==> config.mk <==
export PLATFORM = sky130hd
export DESIGN_NAME = plob_step
export DESIGN_NICKNAME = d
export VERILOG_FILES = /design/src/hw/rtl/plob_step.sv
export SDC_FILE = /design/constraint.sdc
export NUM_CORES = 1
export LEC_CHECK = 0
export BUFFER_PORTS_ARGS = -buffer_cell sky130_fd_sc_hd__buf_2
export CAP_MARGIN = 5
export CORE_UTILIZATION = 40
export DETAILED_ROUTE_END_ITERATION = 6
export PLACE_DENSITY = 0.74
export SETUP_SLACK_MARGIN = 0.02
export SYNTH_ARGS = -nofsm -noshare
export SYNTH_HDL_FRONTEND = slang
export SYNTH_SLANG_ARGS = --single-unit
==> constraint.sdc <==
create_clock -name vclk -period 6.7
set_input_delay 1.34 -clock vclk [all_inputs]
set_output_delay 1.34 -clock vclk [all_outputs]
set_load 0.01 [all_outputs]
==> src/hw/rtl/plob_step.sv <==
// ----------------------------------------------------------------------------
// plob_step
// Shared tick walker: next index one tick up or down and end-of-book check.
// ----------------------------------------------------------------------------
module plob_step #(
  parameter int LEVELS = 4096,
  parameter int IDX_W  = $clog2(LEVELS)
) (
  input  logic [IDX_W-1:0] idx_i,
  input  logic             up_i,
  output logic [IDX_W-1:0] next_o,
  output logic             at_bound_o
);

  localparam logic [IDX_W-1:0] TopIdx = IDX_W'(LEVELS - 1);

  always_comb begin
    if (up_i) begin
      next_o     = idx_i + IDX_W'(1);
      at_bound_o = (idx_i == TopIdx);
    end else begin
      next_o     = idx_i - IDX_W'(1);
      at_bound_o = (idx_i == '0);
    end
  end

endmodule
== Word-level counts from Yosys, hierarchy flattened ==
Index checks and enable logic that the tools add are counted.
Operators by class
  div/mod/pow operators: 0
  magnitude comparators: 0
  mux-type cells: 2
  bitwise logic cells: 0
  equal/unequal tests: 1
  reduce and logical (&&, ||, !) cells: 1
  multiply operators: 0
  shift operators: 0
  add/subtract/negate cells: 2
Operator list (count)
  adder 12 x 1 -> 12 bit, second input constant: 1
  == test 12 bit, second input constant: 1
  zero test 12 bit: 1
  two-way mux 12 bit: 1
  subtractor 12 x 1 -> 12 bit, second input constant: 1
  two-way mux 1 bit: 1
Word-level totals
  memories: 0
  memory bits (writable): 0
  ROM bits: 0
  flip-flop bits (word level): 0
  input bits: 13
  bits in latches: 0

== Longest topological paths before layout ==
Gate-level depths: netlist (run 1).
  depth in word-level cells: 2
  depth in mapped cells: 7

== Worst setup path before layout (run 1) ==
OpenSTA, ideal clock, no wires.
  path kind: in2out
  start point: input up_i
  end point: output next_o[11]
  slack: 2.376 ns
  path buffers: 0
  arrival: 2.984 ns
  required time: 5.360 ns
  cell stages on the path: 7
  path through: inv_1 ha_1 and3_4 a2111oi_4 a21oi_2 a41oi_2 xnor2_1
Between the ends
  cells in the longest elaborated chain, start to end: 1
Ends and longest elaborated chain
  start: declaration: line 10  | input logic up_i,
  two-way mux 12 bit: line 18  | if (up_i) begin
  end: declaration: line 11  | output logic [IDX_W-1:0] next_o,
No other way between the ends.

== Final worst setup path (run 1) ==
Ends and elaborated chain as after synthesis.

==> results.tsv, run 1 <==
metric	value	unit
grt-ovfl-total	0	
dr.pass1.iters	4	
synth_cells	70	
worstMarginPinSlew	0.362	ns
synth_cell_types	27	
fin_crit_sh	70.5	%
num_rows	13	
final_cell_mix	buf_2 (26), ha_1 (10), xnor2_1 (7)	
grt_usage	18.4	%
max_cap_viol_count	0	
grt_pass1_wl	2060	um
p_total	0.0000773	W
syn-cell-area	556	um^2
fin_nets	122	
finalMaxSlewViolations	0	
busiest_layer	met2	
cp_max_fo	11	
leakagePower	0.327	nW
hp-class	in2out	
arrival	3.38	ns
status	finished, final reports clean	
critPathKind	in2out	
use_met2	31.7	%
initial_core_util	42.7	%
end_kind	primary output	
p_per_area	110	nW/um^2
drt-vias-per-instance	5.68	
drcViolationCount	0	
io_buffer_count	26	
grt_antenna_before_repair	0	
avgRoutedWirePerCell	12.0	um
fmax	212	MHz
maxSlewHeadroom	75.9	%
syn_area_per_cell	7.94	um^2
grt_max_degree	12	
wl	1330	um
setup_viol	0	
dieArea	1540	um^2
core-area	1300	um^2
mostFrequentLayoutCell	buf_2	
grt_pass1_vias	506	
ys_warn_count	0	
yosysSeqAreaShare	0	%
vias	631	
fillers	145	
regArea	0	um^2
grt_use_met3	0	%
multiInputGateArea	548	um^2
die_w	39.3	um
antenna_cells	0	
synth_nets	94	
rsz0062_at_grt	false	
antenna_left	0	
drtIter0Drc	2	
hold_buffers	0	
period_needed	4.72	ns
critPathRequiredTime	5.36	ns
dieHeight	39.3	um
postCtsSetupBuffers	0	
finalHoldViolCount	0	
finalSetupTns	0	ns
hpwlAfterDp	1130	um
cts_resized	0	
critPathLaunchType	input port	
area_growth	26.8	%
gp_congestion	0.781	
irDropWorstVdd	0.0492	mV
seq_cells	0	
met1_usage	27.1	%
drive_gt1_share	31.3	%
io_pins	26	
nClkBuffers	0	
## routing by layer
layer	wire, um	share of wire [%]
met5	0	0
met4	0	0
met3	44	3.3
met2	621	47
met1	664	50
## Yosys cell counts, types with 2 or more instances
master    count  area [um^2]
a21o_1        3         22.5
inv_1         2         7.51
xnor2_1       7         61.3
nor4_1        2         12.5
xor2_1        3         26.3
a21oi_1       6         30.0
a211oi_1      2         15.0
nand3_1       3         15.0
o21a_1        2         15.0
ha_1         10          125
nor3_1        4         20.0
o21ai_0       2         10.0
nand4_1       3         18.8
and2_1        3         18.8
nor2_1        6         22.5
## critical path: stages
cell       delay, ns
buf_2           0.12
inv_1           0.28
ha_1            0.36
and3_4          0.22
a2111oi_4       0.42
a21oi_2         0.14
a41oi_2         0.23
xnor2_1         0.13
buf_2           0.14
## stage by stage
stage / hold WS, ns / cells / instance area [um^2] / worst slack (ns) / util, %
global route: 3.00 / 111 / 704 / 1.82 / 54.1
global placement: 2.97 / 111 / 704 / 2.00 / 54.1
detailed placement: 2.99 / 111 / 704 / 1.98 / 54.1
CTS: 2.99 / 111 / 704 / 1.96 / 54.1
finish: 2.98 / 111 / 704 / 1.98 / 54.1
floorplan: 2.72 / 70 / 556 / 2.38 / -
## power by group
| group | switching (W) | total (W) | internal (W) |
|---|---|---|---|
| clock | 0 | 0 | 0 |
| combinational | 0.0000418 | 0.0000773 | 0.0000355 |
| sequential | 0 | 0 | 0 |
| total | 0.0000418 | 0.0000773 | 0.0000355 |
## kinds of logic after synthesis
family / share of synthesized area, %
compound gates: 32.2
buf+inv: 1.35
simple gates: 24.5
xor+xnor: 15.8
fa+ha+maj: 26.1
## final cells by class
cell class	instances	share of cell area [%]
inverters	2	1.07
multi-input cells	68	77.8
well taps	15	2.66
repair buffers	26	18.5
## worst paths after layout
path	start	slack, ns	cells after the start	endpoint
worst min-delay path	idx_i[2]	2.98	3	at_bound_o
worst max-delay path	up_i	1.98	9	next_o[11]
(Power assumes the default switching activity.)
==> run 2, diff against run 1 <==
PLACE_DENSITY = 0.77   (was 0.74)
clock period = 3.8 ns   (was 6.7 ns; I/O delays follow)
==> run 2 against run 1 <==
Effect of this change: design area is the same; sequential share of layout area unchanged; die area did not move.
==> results.tsv, run 2 (synthesized netlist as in run 1, its figures left out) <==
metric	value	unit	change
status	finished, final reports clean		
critPathRequiredTime	3.04	ns	-2.32 ns
drt-vias-per-instance	5.55		-2.4%
power_frac_seq	0	%	unchanged
path_cells	buf_2 > inv_1 > ha_1 > and3_4 > a2111oi_4 > a21oi_2 > a41oi_2 > xnor2_1 > buf_2		
cp.buffers_inverters	3		unchanged
crit_slowest_cell	a2111oi_4		
finalSetupTns	0	ns	unchanged
avgRoutedWirePerCell	11.9	um	-0.90%
crit_path_max_incr_delay	0.42	ns	about the same
fin_crit_sh	94.1	%	
maxSlewHeadroom	76.4	%	+0.58 points
worstMarginPinSlew	0.353	ns	-0.00828 ns
fillers	139		-4.1%
placed_cells	111		unchanged
dr.pass1.iters	4		unchanged
dieArea	1540	um^2	unchanged
hpwlAfterDp	1130	um	-0.14%
final_cell_mix	buf_2 (26), ha_1 (10), xnor2_1 (7)		
cp_max_fo	11		unchanged
multiInputGateArea	548	um^2	unchanged
fin_area	704	um^2	unchanged
core-area	1300	um^2	unchanged
initial_core_util	42.7	%	unchanged
antenna_cells	0		unchanged
grt_max_degree	12		unchanged
hold_path_depth	3		unchanged
drcViolationCount	0		unchanged
finalHoldViolCount	0		unchanged
grt-ovfl-total	0		unchanged
gp_congestion	0.753		-3.6%
fmax	280	MHz	
cts_resized	0		unchanged
grt_antenna_before_repair	0		unchanged
hp-start	idx_i[2]		
hp-class	in2out		
finalMaxSlewViolations	0		unchanged
hold_end	at_bound_o		
grt_usage	19.2	%	+0.83 points
power.switching	0.0000740	W	+77%
final_cells	111		unchanged
hold_buffers	0		unchanged
max_cap_viol_count	0		unchanged
period_needed	3.58	ns	
layout_setup_ws	0.223	ns	-1.76 ns
wl	1320	um	-0.90%
grt_pass1_wl	2130	um	+3.0%
vias	616		-2.4%
postCtsSetupBuffers	0		unchanged
num_rows	13		unchanged
irDropWorstVdd	0.0804	mV	+63%
place_ws	0.224	ns	-1.75 ns
io_pins	26		unchanged
setup_viol	0		unchanged
end_kind	primary output		
crit_family	compound AO/OA/AOI/OAI gates		
drtIter0Drc	8		+6
power_switching_share	54.2	%	+0.12 points
io_buffer_count	26		unchanged
nClkBuffers	0		unchanged
grt_pass1_vias	499		-1.4%
dieHeight	39.3	um	unchanged
antenna_left	0		unchanged
area_growth	26.8	%	unchanged
combPwrFrac	100.0	%	about the same
rsz0062_at_grt	false		
die_w	39.3	um	unchanged
drive_gt1_share	31.3	%	unchanged
mostFrequentLayoutCell	buf_2		
regArea	0	um^2	unchanged
leakagePower	0.327	nW	unchanged
power.share.clock	0	%	unchanged
critPathLaunchType	input port		
critPathKind	in2out		
dpl_cell_area	704	um^2	unchanged
intPower	0.0000626	W	+76%
fin_nets	122		unchanged
seq_cells	0		unchanged
arrival	2.82	ns	-0.56 ns
path_common_cell	buf_2		
p_per_area	194	nW/um^2	+77%
## run 2: worst max-delay path by stage
stage          cells after the start  startpoint          to  slack, ns
6_report                           9        up_i  next_o[11]       0.22
2_1_floorplan                      7        up_i  next_o[11]       0.64
4_1_cts                            9        up_i  next_o[11]       0.21
3_5_place_dp                       9        up_i  next_o[11]       0.22
5_1_grt                            9        up_i  next_o[11]       0.09
3_3_place_gp                       9        up_i  next_o[11]       0.24
## run 2: final cells by class
cell class                      count  area share, %
Tap cell                           15           2.66
Timing Repair Buffer               26           18.5
Inverter                            2           1.07
Multi-Input combinational cell     68           77.8
## run 2: stage by stage
stage	power [W]	hold slack [ns]	utilization, %
2_1_floorplan	0.0000917	1.56	-
3_3_place_gp	0.000135	1.82	54.1
3_5_place_dp	0.000137	1.82	54.1
4_1_cts	0.000137	1.82	54.1
5_1_grt	0.000154	1.85	54.1
6_report	0.000137	1.81	54.1
## run 2: metal layers
metal | GRT usage [%] | part of all wire, %
met5 | 0 | 0
met1 | 28.5 | 50
met4 | 0 | 0
met3 | 0 | 2.6
met2 | 32.9 | 47
## run 2: power groups by stage
stage / combinational (W) / clock (W) / sequential (W)
after floorplan: 0.0000917 / 0 / 0
after global placement: 0.000135 / 0 / 0
after detailed placement: 0.000137 / 0 / 0
after CTS: 0.000137 / 0 / 0
after global routing: 0.000154 / 0 / 0
final: 0.000137 / 0 / 0
